$ cat src/rtl/core/fragment_reassembly_tracker_top_defines.svh
// Assertion macros for the fragment reassembly tracker.
`ifndef FRAGMENT_REASSEMBLY_TRACKER_TOP_DEFINES_SVH
`define FRAGMENT_REASSEMBLY_TRACKER_TOP_DEFINES_SVH

`ifndef SYNTH
`define FRT_ASSERT_NOW(label, ante, cons) \
    label: assert property (@(posedge clk) disable iff (!rst_n) (ante) |-> (cons)) \
        else $error("fragment tracker assertion failed");
`define FRT_ASSERT_NEXT(label, ante, cons) \
    label: assert property (@(posedge clk) disable iff (!rst_n) (ante) |=> (cons)) \
        else $error("fragment tracker assertion failed");
`else
`define FRT_ASSERT_NOW(label, ante, cons)
`define FRT_ASSERT_NEXT(label, ante, cons)
`endif

`endif

$ cat src/rtl/core/frt_pkg.sv
// Types and constants shared by the fragment reassembly tracker.
`default_nettype none

package frt_pkg;

    localparam int MAX_FRAGMENTS = 64;
    localparam int IDX_W         = $clog2(MAX_FRAGMENTS);
    localparam int CNT_W         = 7;
    localparam int ID_W          = 64;
    localparam int FIDX_W        = 15;

    typedef enum logic [2:0] {
        ST_OK    = 3'd0,
        ST_DONE  = 3'd1,
        ST_DUP   = 3'd2,
        ST_RANGE = 3'd3,
        ST_BAD   = 3'd4
    } status_t;

    typedef struct packed {
        logic [ID_W-1:0]   message_id;
        logic [FIDX_W-1:0] frag_index;
        logic              is_final;
    } frag_t;

    typedef struct packed {
        status_t            status;
        logic [CNT_W-1:0]   arrived_count;
        logic [CNT_W-1:0]   expected_total;
    } result_t;

endpackage

`default_nettype wire

$ cat src/rtl/core/fragment_reassembly_tracker_top.sv
// Top level of the fragment reassembly tracker: header register, tracking state, result register.
`default_nettype none
`include "fragment_reassembly_tracker_top_defines.svh"

// Tracks which fragments of one message have arrived, taking one fragment header
// per item. A header is captured in an input register and checked against the
// tracking state (current id, 64-bit arrival map, count, highest index, expected
// total) when the result register is free to take its status, which is written
// there on the same edge as the tracking state is updated.
// With the result side ready, a new header is accepted every cycle; the rate is
// set by the combinational loop through the arrival map bit test and the count and
// total update. A result that waits stalls the input once the input register
// also holds a header.
module fragment_reassembly_tracker_top
    import frt_pkg::*;
(
    input  wire logic    clk,
    input  wire logic    rst_n,
    input  wire logic    frag_valid,
    output logic         frag_ready,
    input  wire frag_t   frag,
    output logic         result_valid,
    input  wire logic    result_ready,
    output result_t      result
);

    logic                     hold_valid_reg;
    frag_t                    hold_reg;
    logic                     result_valid_reg;
    result_t                  result_reg;

    logic                     have_reg;
    logic [ID_W-1:0]          cur_id_reg;
    logic [MAX_FRAGMENTS-1:0] map_reg;
    logic [CNT_W-1:0]         count_reg;
    logic [IDX_W-1:0]         highest_reg;
    logic [CNT_W-1:0]         total_reg;

    logic                     have_next;
    logic [MAX_FRAGMENTS-1:0] map_next;
    logic [CNT_W-1:0]         count_next;
    logic [IDX_W-1:0]         highest_next;
    logic [CNT_W-1:0]         total_next;
    result_t                  result_next;

    logic                     out_free;
    logic                     advance;
    logic                     out_of_range;
    logic                     new_msg;
    logic [IDX_W-1:0]         idx;
    logic [CNT_W-1:0]         idx_plus1;
    logic [CNT_W-1:0]         cnt_upd;
    logic [CNT_W-1:0]         tot_upd;
    logic [IDX_W-1:0]         hi_upd;
    logic                     bad;
    logic                     dup;

    assign out_free   = !result_valid_reg || result_ready;
    assign advance    = hold_valid_reg && out_free;
    assign frag_ready = !hold_valid_reg || out_free;

    assign idx          = hold_reg.frag_index[IDX_W-1:0];
    assign idx_plus1    = {1'b0, idx} + CNT_W'(1);
    assign out_of_range = hold_reg.frag_index >= FIDX_W'(MAX_FRAGMENTS);
    assign new_msg      = !have_reg || (hold_reg.message_id != cur_id_reg);

    assign bad = ((total_reg != '0) && ({1'b0, idx} >= total_reg))
              || (hold_reg.is_final && (total_reg != '0) && (idx_plus1 != total_reg))
              || (hold_reg.is_final && (count_reg != '0) && (highest_reg > idx));
    assign dup = map_reg[idx];

    always_comb
    begin
        have_next    = have_reg;
        map_next     = map_reg;
        count_next   = count_reg;
        highest_next = highest_reg;
        total_next   = total_reg;
        cnt_upd      = count_reg;
        tot_upd      = total_reg;
        hi_upd       = highest_reg;
        result_next.status         = ST_OK;
        result_next.arrived_count  = count_reg;
        result_next.expected_total = total_reg;
        if (out_of_range)
        begin
            result_next.status = ST_RANGE;
        end
        else if (!new_msg && bad)
        begin
            result_next.status = ST_BAD;
        end
        else if (!new_msg && dup)
        begin
            result_next.status = ST_DUP;
        end
        else
        begin
            if (new_msg)
            begin
                map_next = '0;
                cnt_upd  = CNT_W'(1);
                hi_upd   = idx;
                tot_upd  = '0;
            end
            else
            begin
                cnt_upd = count_reg + CNT_W'(1);
                if ((count_reg == '0) || (idx > highest_reg))
                begin
                    hi_upd = idx;
                end
            end
            map_next[idx] = 1'b1;
            if (hold_reg.is_final)
            begin
                tot_upd = idx_plus1;
            end
            have_next = 1'b1;
            if ((tot_upd != '0) && (cnt_upd == tot_upd))
            begin
                result_next.status         = ST_DONE;
                result_next.arrived_count  = tot_upd;
                result_next.expected_total = tot_upd;
                map_next     = '0;
                count_next   = '0;
                highest_next = '0;
                total_next   = '0;
            end
            else
            begin
                result_next.arrived_count  = cnt_upd;
                result_next.expected_total = tot_upd;
                count_next   = cnt_upd;
                highest_next = hi_upd;
                total_next   = tot_upd;
            end
        end
    end

    always_ff @(posedge clk or negedge rst_n)
    begin
        if (!rst_n)
        begin
            hold_valid_reg   <= 1'b0;
            result_valid_reg <= 1'b0;
            have_reg         <= 1'b0;
            cur_id_reg       <= '0;
            map_reg          <= '0;
            count_reg        <= '0;
            highest_reg      <= '0;
            total_reg        <= '0;
        end
        else
        begin
            if (frag_ready)
            begin
                hold_valid_reg <= frag_valid;
            end
            if (out_free)
            begin
                result_valid_reg <= hold_valid_reg;
            end
            if (advance)
            begin
                have_reg    <= have_next;
                map_reg     <= map_next;
                count_reg   <= count_next;
                highest_reg <= highest_next;
                total_reg   <= total_next;
                if (!out_of_range && new_msg)
                begin
                    cur_id_reg <= hold_reg.message_id;
                end
            end
        end
    end

    always_ff @(posedge clk)
    begin
        if (frag_ready && frag_valid)
        begin
            hold_reg <= frag;
        end
        if (advance)
        begin
            result_reg <= result_next;
        end
    end

    assign result_valid = result_valid_reg;
    assign result       = result_reg;

    `FRT_ASSERT_NOW(a_count_matches_map, 1'b1, count_reg == CNT_W'($countones(map_reg)))
    `FRT_ASSERT_NOW(a_count_below_total, total_reg != '0, count_reg < total_reg)
    `FRT_ASSERT_NEXT(a_done_clears, advance && (result_next.status == ST_DONE),
        (count_reg == '0) && (total_reg == '0) && (map_reg == '0))
    `FRT_ASSERT_NEXT(a_reject_holds_state,
        advance && (result_next.status != ST_OK) && (result_next.status != ST_DONE),
        $stable(map_reg) && $stable(count_reg) && $stable(total_reg))

endmodule

`default_nettype wire

$ cat config.mk
export PLATFORM = sky130hd
export DESIGN_NAME = fragment_reassembly_tracker_top
export DESIGN_NICKNAME = d
export VERILOG_FILES = /design/src/rtl/core/frt_pkg.sv /design/src/rtl/core/fragment_reassembly_tracker_top.sv
export VERILOG_INCLUDE_DIRS = /design/src /design/src/rtl/core
export SDC_FILE = /design/constraint.sdc
export NUM_CORES = 1
export LEC_CHECK = 0
export BUFFER_PORTS_ARGS = -buffer_cell sky130_fd_sc_hd__buf_2
export CORE_UTILIZATION = 45
export CTS_BUF_LIST = sky130_fd_sc_hd__clkbuf_4 sky130_fd_sc_hd__clkbuf_8
export CTS_CLUSTER_SIZE = 12
export DETAILED_ROUTE_END_ITERATION = 10
export GPL_ROUTABILITY_DRIVEN = 0
export PLACE_DENSITY_LB_ADDON = 0.2
export SETUP_SLACK_MARGIN = 0.3
export SYNTH_ARGS = -nofsm -noshare
export SYNTH_HDL_FRONTEND = slang
export SYNTH_SLANG_ARGS = --single-unit
export TNS_END_PERCENT = 20
$ cat constraint.sdc
create_clock -name clk -period 7.15 [get_ports clk]
set_input_delay 0.3575 -clock clk [delete_from_list [all_inputs] [get_ports clk]]
set_output_delay 0.3575 -clock clk [all_outputs]
set_load 0.01 [all_outputs]
==> metrics.yaml <==
status:
  outcome: "finished, final reports clean"
job:
  timing.max_cap.violations: 0
placed_design:
  port-buffer-count: 102
  dp_hpwl_mm: 18.5
  placed_cells: 1489
  dp_slack_ns: 2.91
floorplanning:
  start_util: 0.463
  die_y_um: 169
  die_area_um2: 28600
  num_io_pins: 103
  num_rows: 60
  core_um2: 27200
  die_w_um: 169
yosys:
  netlist_area_um2: 12600
  syn-num-nets: 1170
  ys_seq_area_frac: 0.532
  ys_seq_elements: 248
  synth_top_cells_by_area: "dfrtp_1 30%, edfxtp_1 23%, mux2_2 5.3%"
  async_reset_ff_frac: 0.609
  synth.top_cell.area_share: 0.301
  synth.distinct_cells: 88
  synth_edf_count: 97
  ys.flop_type: "dfrtp_1"
  yosysWarningCount: 0
  synth_area_per_cell_um2: 11.8
  yosys.area.top_type: "dfrtp_1"
  netlist_instances: 1070
final_layout:
  fill_cells: 2353
  nNetsFinal: 1341
  largest_register_ff_count: 80
  instances_no_fill: 1647
  syn_to_final_growth_pct: 19.2
  final_layout_size_suffix_gt1_frac: 0.275
setup_path:
  path_depth: 11
  cpMaxStageDelayCell: "and2_4"
  rr_worst_depth: 11
  cp-startpoint: "hold_reg[2]"
  slowest_delay_ns: 0.84
  reg2reg_to: "highest_reg[3]"
  cp_top_family: "simple AND/OR/NAND/NOR gates"
  path_cells: "buf_4 > nand3_1 > xnor2_1 > a21oi_1 > xnor2_1 > nor4_1 > o22ai_1 > and4bb_4 > and2_4 > buf_12 > nor2_2"
  crit_top_cell: "xnor2_1"
  ff2ff_setup_slack_ns: 2.90
  cp.required_ns: 7.58
  crit_fanout: 44
  endpoint: "highest_reg[3]"
  worst-path-buf-inv: 2
  crit_path_start_kind: "flip-flop"
  crit_arrival_ns: 4.68
  critical_path_class: "flip-flop to flip-flop"
  endpoint_kind: "flip-flop"
  r2r-start: "hold_reg[2]"
power_and_ir_drop:
  ir_drop_mv: 0.171
  share_comb_of_total_power: 0.079
  seqPwrFrac: 0.493
  power.leakage_uw: 0.00620
  netSwitchingFraction: 0.237
  p_int_uw: 2440
  power.density_nw_per_um2: 213
  power.share.clock: 0.428
  p_switching_uw: 756
clocking:
  clk_pin_slew_worst_paths_ns: 0.06
  cts.sinks: 248
  cts_tree: "built"
  cts_buffers: 43
  cts_buffer_depth: 3
  postCtsResizedCells: 0
  htree_levels: 2
  cts_root_buf: "clkbuf_8"
  insertion_delay_ns: 0.55
timing:
  rsz0062_at_grt: "false"
  worstMarginPinSlew_ns: 1.13
  min_period_over_period: 0.594
  hold_violations: 0
  layout_setup_ws_ns: 2.90
  setup_viol: 0
  relSlewSlack: 0.246
  fmax_mhz: 235
  skew_ns: 0.0144
  fin_crit_ns: 4.25
  finalSetupTns_ns: 0
  hold_ws_ns: 0.0346
  finalMaxSlewViolations: 0
grt:
  grt_pass1_vias: 8854
  antenna_found_initial: 1
  grt_max_degree: 87
  grt_overflow_total: 0
  grt_use_total: 0.212
  grt_first_pass_wirelength_mm: 48.0
drt:
  drtIter0Drc: 632
  drtPass1Iterations: 7
  drt-wirelength-per-cell_um: 18.1
  drt.antenna.violating_nets: 0
  drc: 0
  num_vias: 8889
  wl_mm: 29.9
  viasPerCell: 5.40
min_path:
  hp-class: "input port to flip-flop"
cell usage after synthesis (4+ instances only):
cell type,n
nand3b_1,6
nor2_1,51
mux2i_1,12
o31ai_1,7
o21ai_0,16
edfxtp_1,97
xnor2_1,22
a21oi_1,16
xor2_1,44
nor4_1,21
o22ai_1,9
buf_2,19
nor2b_1,12
nand2b_1,27
a21oi_2,46
nor2_2,4
nand2_1,97
inv_2,4
buf_6,9
ha_1,16
clkbuf_1,30
a21o_1,7
nand4_1,15
or3_1,50
mux4_2,9
nor2_4,20
inv_1,29
nor3_1,12
o2111ai_1,6
a2111oi_0,5
a22oi_1,19
and3_1,5
nand3_1,22
o21ai_1,4
a211oi_1,9
dfrtp_1,151
mux2_2,59
a211o_1,4
repair_timing:
action,CTS,global route
hold endpoints to repair,163,0
buffers inserted,0,0
endpoints found under the setup margin,0,0
hold buffers,79,0
routing by layer:
layer  wire length, um  up-vias  track usage
li1                  -     4259            -
met4               379        0       0.0541
met5                 0        -            0
met2             13900      239        0.337
met3              1520       36       0.0389
met1             14100     4355        0.299
logic make-up after synthesis:
logic type                 share of synthesized area
DFF                                            0.532
AOI/OAI and AO/OA                              0.116
xor gates and xnor gates                      0.0460
adders and majority gates                     0.0159
buffers and inverters                         0.0400
and+or+nand+nor                                0.169
muxes                                         0.0803
layout make-up:
cell class	count	area, um^2	area share
Sequential cell	248	6690	0.446
Multi-Input combinational cell	723	5390	0.359
Timing Repair Buffer	191	1400	0.0931
Clock buffer	64	800	0.0533
Tap cell	372	465	0.0311
Inverter	34	128	0.00851
Clock inverter	14	120	0.00801
Antenna cell	1	2.50	0.000167
metrics by stage:
step	util	instance area (um^2)	total power [uW]
floorplan	-	12600	1720
global placement	0.488	13300	1820
detailed placement	0.488	13300	1820
CTS	0.551	15000	3230
global route	0.552	15000	3330
finish	0.552	15000	3200
cells in the final DEF, fill, tap and decap left out, types with 27 or more instances in the layout:
cell           count
nor2_1            51
edfxtp_1          97
xor2_1            44
mux2_2            59
buf_2            101
dfrtp_1          151
nand2b_1          27
inv_1             29
or3_1             50
dlygate4sd3_1     79
nand2_1           95
a21oi_2           46
clkbuf_8          51
power by group through the flow:
stage	sequential, uW	combinational [uW]	clock (uW)
2_1_floorplan	1590	134	0
3_3_place_gp	1600	217	0
3_5_place_dp	1600	218	0
4_1_cts	1570	252	1400
5_1_grt	1580	277	1470
6_report	1580	252	1370
worst min path at each step:
stage                from        endpoint  slack (ns)  cells after the start
5_1_grt           frag[0]     hold_reg[0]       0.008                      1
3_5_place_dp        rst_n  cur_id_reg[50]        0.48                      1
2_1_floorplan       rst_n    count_reg[0]        0.06                      0
4_1_cts           frag[0]     hold_reg[0]       0.007                      1
6_report       frag_valid  hold_valid_reg        0.03                      2
3_3_place_gp        rst_n  cur_id_reg[32]        0.48                      1
No activity file was read; power rests on OpenSTA's default activity.
